## src/design/nnkc_pkg.sv

```systemverilog
// Shared widths, register indexes and stage types of the nearest node search.
`default_nettype none

package nnkc_pkg;

   localparam int CoordW     = 16;
   localparam int DistW      = 34;
   localparam int IdxW       = 10;
   localparam int SqW        = 2 * CoordW;
   localparam int CsrIdxW    = 1;
   localparam int MaxNodesDefault = 1024;

   localparam logic [CsrIdxW-1:0] CSR_KILL_DIST_SQ    = 1'b0;
   localparam logic [CsrIdxW-1:0] CSR_ATTRACT_DIST_SQ = 1'b1;

   typedef struct packed {
      logic             valid;
      logic             last;
      logic [DistW-1:0] dist_sq;
      logic             kill_hit;
      logic             attract_hit;
   } dist_type;

endpackage

`default_nettype wire

```

## src/design/nnkc_dist.sv

```systemverilog
// Input register, per-axis squares and squared distance with threshold compares.
`default_nettype none

module nnkc_dist (
   input  wire logic                          clock,
   input  wire logic                          reset,
   input  wire logic                          advance,
   input  wire logic                          in_valid,
   input  wire logic [nnkc_pkg::CoordW-1:0]   point_x,
   input  wire logic [nnkc_pkg::CoordW-1:0]   point_y,
   input  wire logic [nnkc_pkg::CoordW-1:0]   point_z,
   input  wire logic [nnkc_pkg::CoordW-1:0]   node_x,
   input  wire logic [nnkc_pkg::CoordW-1:0]   node_y,
   input  wire logic [nnkc_pkg::CoordW-1:0]   node_z,
   input  wire logic                          node_last,
   input  wire logic [nnkc_pkg::DistW-1:0]    kill_dist_sq,
   input  wire logic [nnkc_pkg::DistW-1:0]    attract_dist_sq,
   output nnkc_pkg::dist_type                 dist_out
);
   import nnkc_pkg::*;

   function automatic logic [CoordW-1:0] abs_diff(input logic [CoordW-1:0] a,
                                                  input logic [CoordW-1:0] b);
      logic [CoordW:0] d;
      logic [CoordW:0] n;
      d = {a[CoordW-1], a} - {b[CoordW-1], b};
      n = -d;
      return d[CoordW] ? n[CoordW-1:0] : d[CoordW-1:0];
   endfunction

   // stage 1: input register
   logic              s1_valid_ff;
   logic              s1_last_ff;
   logic [CoordW-1:0] px_ff, py_ff, pz_ff, nx_ff, ny_ff, nz_ff;

   // stage 2: squares
   logic              s2_valid_ff;
   logic              s2_last_ff;
   logic [SqW-1:0]    sq_x_ff, sq_y_ff, sq_z_ff;
   logic [CoordW-1:0] ax, ay, az;
   logic [SqW-1:0]    sq_x_in, sq_y_in, sq_z_in;

   // stage 3: distance and compares
   dist_type          s3_ff;
   dist_type          s3_in;

   always_ff @(posedge clock) begin
      if (reset) begin
         s1_valid_ff <= 1'b0;
         s2_valid_ff <= 1'b0;
         s3_ff.valid <= 1'b0;
      end else if (advance) begin
         s1_valid_ff <= in_valid;
         s2_valid_ff <= s1_valid_ff;
         s1_last_ff  <= node_last;
         px_ff       <= point_x;
         py_ff       <= point_y;
         pz_ff       <= point_z;
         nx_ff       <= node_x;
         ny_ff       <= node_y;
         nz_ff       <= node_z;
         s2_last_ff  <= s1_last_ff;
         sq_x_ff     <= sq_x_in;
         sq_y_ff     <= sq_y_in;
         sq_z_ff     <= sq_z_in;
         s3_ff       <= s3_in;
      end
   end

   always_comb begin
      ax      = abs_diff(nx_ff, px_ff);
      ay      = abs_diff(ny_ff, py_ff);
      az      = abs_diff(nz_ff, pz_ff);
      sq_x_in = SqW'(ax) * SqW'(ax);
      sq_y_in = SqW'(ay) * SqW'(ay);
      sq_z_in = SqW'(az) * SqW'(az);
   end

   always_comb begin
      s3_in.valid       = s2_valid_ff;
      s3_in.last        = s2_last_ff;
      s3_in.dist_sq     = DistW'(sq_x_ff) + DistW'(sq_y_ff) + DistW'(sq_z_ff);
      s3_in.kill_hit    = s3_in.dist_sq <= kill_dist_sq;
      s3_in.attract_hit = s3_in.dist_sq <= attract_dist_sq;
   end

   assign dist_out = s3_ff;

endmodule

`default_nettype wire

```

## src/design/nnkc_track.sv

```systemverilog
// Running nearest node, kill flag, node counter and result register.
`default_nettype none

module nnkc_track #(
   parameter int MAX_NODES = nnkc_pkg::MaxNodesDefault
) (
   input  wire logic                        clock,
   input  wire logic                        reset,
   input  wire logic                        advance,
   input  wire nnkc_pkg::dist_type          dist_in,
   output logic                             rsp_valid,
   output logic [nnkc_pkg::IdxW-1:0]        rsp_closest_index,
   output logic [nnkc_pkg::DistW-1:0]      rsp_closest_dist_sq,
   output logic                             rsp_attracted,
   output logic                             rsp_killed
);
   import nnkc_pkg::*;

   localparam int CntW = (MAX_NODES > 2) ? $clog2(MAX_NODES) : 1;
   localparam logic [CntW-1:0] MaxIdx = CntW'(MAX_NODES - 1);

   logic [CntW-1:0]  count_ff, count_in;
   logic [DistW-1:0] best_dist_ff, best_dist_in;
   logic [CntW-1:0]  best_idx_ff, best_idx_in;
   logic             best_attr_ff, best_attr_in;
   logic             kill_ff, kill_in;
   logic             take;

   logic             rsp_valid_ff, rsp_valid_in;
   logic [IdxW-1:0]  rsp_idx_ff;
   logic [DistW-1:0] rsp_dist_ff;
   logic             rsp_attr_ff;
   logic             rsp_kill_ff;

   always_comb begin
      take         = (count_ff == '0) || (dist_in.dist_sq < best_dist_ff);
      best_dist_in = take ? dist_in.dist_sq     : best_dist_ff;
      best_idx_in  = take ? count_ff            : best_idx_ff;
      best_attr_in = take ? dist_in.attract_hit : best_attr_ff;
      kill_in      = ((count_ff != '0) && kill_ff) || dist_in.kill_hit;
      count_in     = (count_ff < MaxIdx) ? count_ff + 1'b1 : count_ff;
      rsp_valid_in = dist_in.valid && dist_in.last;
   end

   always_ff @(posedge clock) begin
      if (reset) begin
         count_ff     <= '0;
         kill_ff      <= 1'b0;
         rsp_valid_ff <= 1'b0;
      end else if (advance) begin
         rsp_valid_ff <= rsp_valid_in;
         if (dist_in.valid) begin
            kill_ff  <= kill_in;
            count_ff <= dist_in.last ? '0 : count_in;
         end
      end
   end

   always_ff @(posedge clock) begin
      if (advance && dist_in.valid) begin
         best_dist_ff <= best_dist_in;
         best_idx_ff  <= best_idx_in;
         best_attr_ff <= best_attr_in;
         if (dist_in.last) begin
            rsp_idx_ff  <= IdxW'(best_idx_in);
            rsp_dist_ff <= best_dist_in;
            rsp_attr_ff <= best_attr_in;
            rsp_kill_ff <= kill_in;
         end
      end
   end

   assign rsp_valid           = rsp_valid_ff;
   assign rsp_closest_index   = rsp_idx_ff;
   assign rsp_closest_dist_sq = rsp_dist_ff;
   assign rsp_attracted       = rsp_attr_ff;
   assign rsp_killed          = rsp_kill_ff;

endmodule

`default_nettype wire

```

## src/design/nearest_node_with_kill_check_unit.sv

```systemverilog
// Top level of the nearest node search with kill check.
//
// Usage: each req_ transaction carries one attraction point and one node; the
// nodes of one list arrive in order and the last carries req_node_last. One
// rsp_ transaction follows each list: nearest node index (first on ties, held
// at MAX_NODES-1 for later positions), its squared distance, the attracted
// flag and the killed flag.
// Throughput: one node per cycle while the pipeline is not stalled, set by the
// four-register pipeline (input, squares, distance sum with compares, result)
// that moves as one; a result appears on rsp_ once the last node has passed all four.
// Stall: while rsp_valid is high and rsp_stall is high the whole pipeline holds
// and req_stall is high; otherwise req_stall is low.
// Configuration: csr_ transactions write the kill threshold (index 0) and the
// attraction threshold (index 1); csr_ready is always high. Write only while
// no list is in flight.
// Reset: synchronous; clears both thresholds, the pipeline and the list state.
`default_nettype none

module nearest_node_with_kill_check_unit #(
   parameter int MAX_NODES = nnkc_pkg::MaxNodesDefault
) (
   input  wire logic                          clock,
   input  wire logic                          reset,
   input  wire logic                          req_valid,
   output logic                               req_stall,
   input  wire logic [nnkc_pkg::CoordW-1:0]   req_point_x,
   input  wire logic [nnkc_pkg::CoordW-1:0]   req_point_y,
   input  wire logic [nnkc_pkg::CoordW-1:0]   req_point_z,
   input  wire logic [nnkc_pkg::CoordW-1:0]   req_node_x,
   input  wire logic [nnkc_pkg::CoordW-1:0]   req_node_y,
   input  wire logic [nnkc_pkg::CoordW-1:0]   req_node_z,
   input  wire logic                          req_node_last,
   output logic                               rsp_valid,
   input  wire logic                          rsp_stall,
   output logic [nnkc_pkg::IdxW-1:0]          rsp_closest_index,
   output logic [nnkc_pkg::DistW-1:0]         rsp_closest_dist_sq,
   output logic                               rsp_attracted,
   output logic                               rsp_killed,
   input  wire logic                          csr_valid,
   output logic                               csr_ready,
   input  wire logic [nnkc_pkg::CsrIdxW-1:0]  csr_index,
   input  wire logic [nnkc_pkg::DistW-1:0]    csr_data
);
   import nnkc_pkg::*;

   logic [DistW-1:0] kill_dist_sq_ff;
   logic [DistW-1:0] attract_dist_sq_ff;
   logic             advance;
   dist_type         dist_stage;

   assign csr_ready = 1'b1;
   assign advance   = !rsp_valid || !rsp_stall;
   assign req_stall = !advance;

   always_ff @(posedge clock) begin
      if (reset) begin
         kill_dist_sq_ff    <= '0;
         attract_dist_sq_ff <= '0;
      end else if (csr_valid && csr_ready) begin
         case (csr_index)
            CSR_KILL_DIST_SQ:    kill_dist_sq_ff    <= csr_data;
            CSR_ATTRACT_DIST_SQ: attract_dist_sq_ff <= csr_data;
            default: begin
            end
         endcase
      end
   end

   nnkc_dist u_dist (
      .clock           (clock),
      .reset           (reset),
      .advance         (advance),
      .in_valid        (req_valid),
      .point_x         (req_point_x),
      .point_y         (req_point_y),
      .point_z         (req_point_z),
      .node_x          (req_node_x),
      .node_y          (req_node_y),
      .node_z          (req_node_z),
      .node_last       (req_node_last),
      .kill_dist_sq    (kill_dist_sq_ff),
      .attract_dist_sq (attract_dist_sq_ff),
      .dist_out        (dist_stage)
   );

   nnkc_track #(
      .MAX_NODES (MAX_NODES)
   ) u_track (
      .clock               (clock),
      .reset               (reset),
      .advance             (advance),
      .dist_in             (dist_stage),
      .rsp_valid           (rsp_valid),
      .rsp_closest_index   (rsp_closest_index),
      .rsp_closest_dist_sq (rsp_closest_dist_sq),
      .rsp_attracted       (rsp_attracted),
      .rsp_killed          (rsp_killed)
   );

`ifndef SYNTH
   a_stall_backs_up: assert property (@(posedge clock) disable iff (reset)
      rsp_valid && rsp_stall |-> req_stall)
      else $error("input taken while result is stalled");

   a_attract_flag: assert property (@(posedge clock) disable iff (reset)
      rsp_valid |-> rsp_attracted == (rsp_closest_dist_sq <= attract_dist_sq_ff))
      else $error("attracted flag disagrees with distance");

   a_kill_flag: assert property (@(posedge clock) disable iff (reset)
      rsp_valid && (rsp_closest_dist_sq <= kill_dist_sq_ff) |-> rsp_killed)
      else $error("nearest node within kill distance but not killed");
`endif

endmodule

`default_nettype wire

```

## config.mk

```make
export PLATFORM = sky130hd
export DESIGN_NAME = nearest_node_with_kill_check_unit
export DESIGN_NICKNAME = d
export VERILOG_FILES = /design/src/design/nnkc_pkg.sv /design/src/design/nnkc_dist.sv /design/src/design/nnkc_track.sv /design/src/design/nearest_node_with_kill_check_unit.sv
export SDC_FILE = /design/constraint.sdc
export NUM_CORES = 2
export LEC_CHECK = 0
export ABC_AREA = 1
export BUFFER_PORTS_ARGS = -buffer_cell sky130_fd_sc_hd__buf_2
export CAP_MARGIN = 20
export CORE_MARGIN = 10
export CORE_UTILIZATION = 50
export DETAILED_ROUTE_END_ITERATION = 16
export PLACE_DENSITY = 0.67
export SYNTH_ARGS = -nofsm -noshare
export SYNTH_HDL_FRONTEND = slang
export SYNTH_SLANG_ARGS = --single-unit
```

## constraint.sdc

```tcl
create_clock -name clock -period 24.9 [get_ports clock]
set_input_delay 1.245 -clock clock [delete_from_list [all_inputs] [get_ports clock]]
set_output_delay 1.245 -clock clock [all_outputs]
set_load 0.005 [all_outputs]
```

==> summary.txt <==
Hold WC Path Type -> reg2reg
share of post-route cells with drive strength above 1 -> 0.08002
die area -> 101700 µm²
most common cell after layout, fill and taps aside -> inv_1
Seq/Total Area, Yosys -> 0.2517
All-Layer GR Usage -> 0.2085
Crit path largest cell delay -> 0.80 ns
setup_tns -> 0 ns
Post-Synthesis Cell Area -> 44650 µm²
Residual DRC -> 0
Slew @ Worst Pin -> 1.206 ns
Synth Area in XOR/XNOR -> 0.03794
vias post-DR -> 33470
critical path launch point type -> register
postcts setup bufs -> 0
Syn Area/Cell -> 8.670 µm²
yosys warns -> 0
mux contribution to synthesized area -> 0
largest net degree at the start of global routing -> 166
IO Pins -> 186
critical path data required time -> 25.26 ns
cts bufs inserted -> 46
hold_buf cts -> 0
Synth Area in Compound Gates -> 0.08300
post-route cell area -> 48270 µm²
CTS resizes -> 0
RSZ-0062 raised after global routing -> false
status -> finished, final reports clean
Seq. cell area -> 11240 µm²
FMAX -> 0.1143 GHz
final setup violating endpoints -> 0
vias in the first global route -> 34600
Starting Density -> 0.5045
Max-Cap Viols -> 0
CTS tree -> yes
max-slew violation count -> 0
final worst path period share -> 0.3512
GR Overflow Total -> 0
drt wl/cell -> 15.95 µm
Via-to-Cell Ratio -> 5.128
crit path DAT -> 9.10 ns
drt pass-1 iters -> 5
slowest CP cell -> xor2_1
crit path max fanout -> 13
most frequent cells in the layout -> 1170 x inv_1, 807 x nand2_1, 505 x ha_1, 492 x fa_1, 448 x nor2_1
crit end category -> register
CP Class -> reg2reg
Synth Area in Adders -> 0.3621
DR iter-0 viols -> 2151
ys async rst share -> 0
Synth Area in Simple Gates -> 0.1531
worst rel slew slack -> 0.1959
ANT cells -> 0
Primary FF master, synth -> edfxtp_1
fillers -> 8128
first-pass GRT wire length -> 175000 µm
remaining antenna violation count -> 0
crit path time final -> 8.745 ns
clock skew -> 0.03841 ns
Final Hold Fails -> 0
clk slew on worst S/H paths -> 0.06 ns
clk sinks -> 402
Root Buffer Master -> clkbuf_16
core region area -> 88510 µm²
number of synthesized flops with an enable pin -> 319
Multi-input gate area -> 28430 µm²
dpl hpwl -> 86490 µm
largest family of logic cells by synthesized area -> adder cells
r2r setup slk -> 16.15 ns
CTS HTree Levels -> 2
routed wire length -> 104100 µm
Port Buf Inserts -> 184
Netlist cell types -> 65
Die Y -> 318.8 µm
Post-DP Area -> 46740 µm²
Net Count, Synth -> 6284
Layout area overhead -> 8.098%
net count reported at finish -> 6457
Die X -> 318.8 µm
GPL Wtd Cong -> 0.9193
Clock Tree Buf Depth -> 3
antenna violations before repair -> 0
clk_lat worst skew -> 0.64 ns
FF+latch count, synth -> 402
Cell Rows -> 109
Gate Count Post-Synth -> 5150
-- cell usage after synthesis (all sizes together), types with 37 or more instances --
cell / number / area share
inv: 1213 / 0.10
fa: 492 / 0.22
nand4: 38 / 0.0055
xor2: 117 / 0.025
dfxtp: 83 / 0.037
clkbuf: 37 / 0.0031
edfxtp: 319 / 0.21
ha: 505 / 0.14
nand3: 167 / 0.019
a21oi: 335 / 0.038
nand2: 846 / 0.074
buf: 40 / 0.0068
o21ai: 212 / 0.024
nor2: 488 / 0.045
xnor2: 64 / 0.013
nor3: 37 / 0.0044
-- layout make-up --
cell class,instances,area share
Clock buffer,59,0.02507
Tap cell,1165,0.03020
Sequential cell,402,0.2329
Multi-Input combinational cell,3457,0.5890
Timing Repair Buffer,202,0.02240
Clock inverter,27,0.006040
Inverter,1214,0.09446
-- kinds of logic (layout without fill, tap and decap cells) --
group / after synthesis / count (layout)
adders and majority gates: 997 / 997
xor gates and xnor gates: 181 / 181
buffers and inverters: 1291 / 1502
DFF: 402 / 402
and+or+nand+nor: 1610 / 1610
AOI/OAI and AO/OA: 668 / 668
other: 1 / 1
-- sequential cells by signal, summed over array words and instances, names as in the netlist, 10 cells and up --
name,flops
u_dist.py_ff,16
kill_dist_sq_ff,34
u_dist.nz_ff,16
u_track.best_dist_ff,34
u_dist.ny_ff,16
u_dist.nx_ff,16
u_dist.sq_z_ff,31
u_track.rsp_closest_index,10
u_dist.px_ff,16
u_dist.dist_out,38
u_dist.sq_y_ff,31
u_track.count_ff,10
u_track.rsp_closest_dist_sq,34
attract_dist_sq_ff,34
u_dist.pz_ff,16
u_dist.sq_x_ff,31
u_track.best_idx_ff,10
-- path summary, 6_finish.rpt --
kind                startpoint                 end  depth (start not counted)
max reg2reg    u_dist.py_ff[0]  u_dist.sq_y_ff[23]                         34
min          u_dist.s1_last_ff   u_dist.s2_last_ff                          0
min reg2reg  u_dist.s1_last_ff   u_dist.s2_last_ff                          0
max            u_dist.py_ff[0]  u_dist.sq_y_ff[23]                         34
-- through the flow --
step | setup slack [ns] | std cells | util | hold slack [ns]
after floorplan | 13.14 | 5150 | - | 0.4003
after global placement | 16.35 | 6437 | 0.5280 | 0.4035
after detailed placement | 16.19 | 6438 | 0.5281 | 0.4098
after CTS | 16.16 | 6524 | 0.5450 | 0.4242
after global routing | 15.48 | 6526 | 0.5453 | 0.4390
final | 16.15 | 6526 | 0.5453 | 0.4245
-- worst max-delay path, delay by kind of cell, from the launching register on --
family,cells,cell delay (ns)
AO/OA/AOI/OAI,5,0.99
XOR/XNOR,2,0.95
adder cells (fa/ha/maj),9,4.01
buffers and inverters,8,0.93
flip-flops,1,0.36
AND/OR/NAND/NOR,10,1.19
-- per-layer routing --
metal,global-route usage,up-vias,part of all wire
met1,0.2760,16050,0.45
met5,0,-,0
met3,0.02704,137,0.048
met4,0.05041,0,0.023
met2,0.3595,716,0.48
li1,-,16560,-
Power is left out: the tool's default activity adds up to more than one toggle a clock period on the data nets, which glitch-free logic cannot reach.
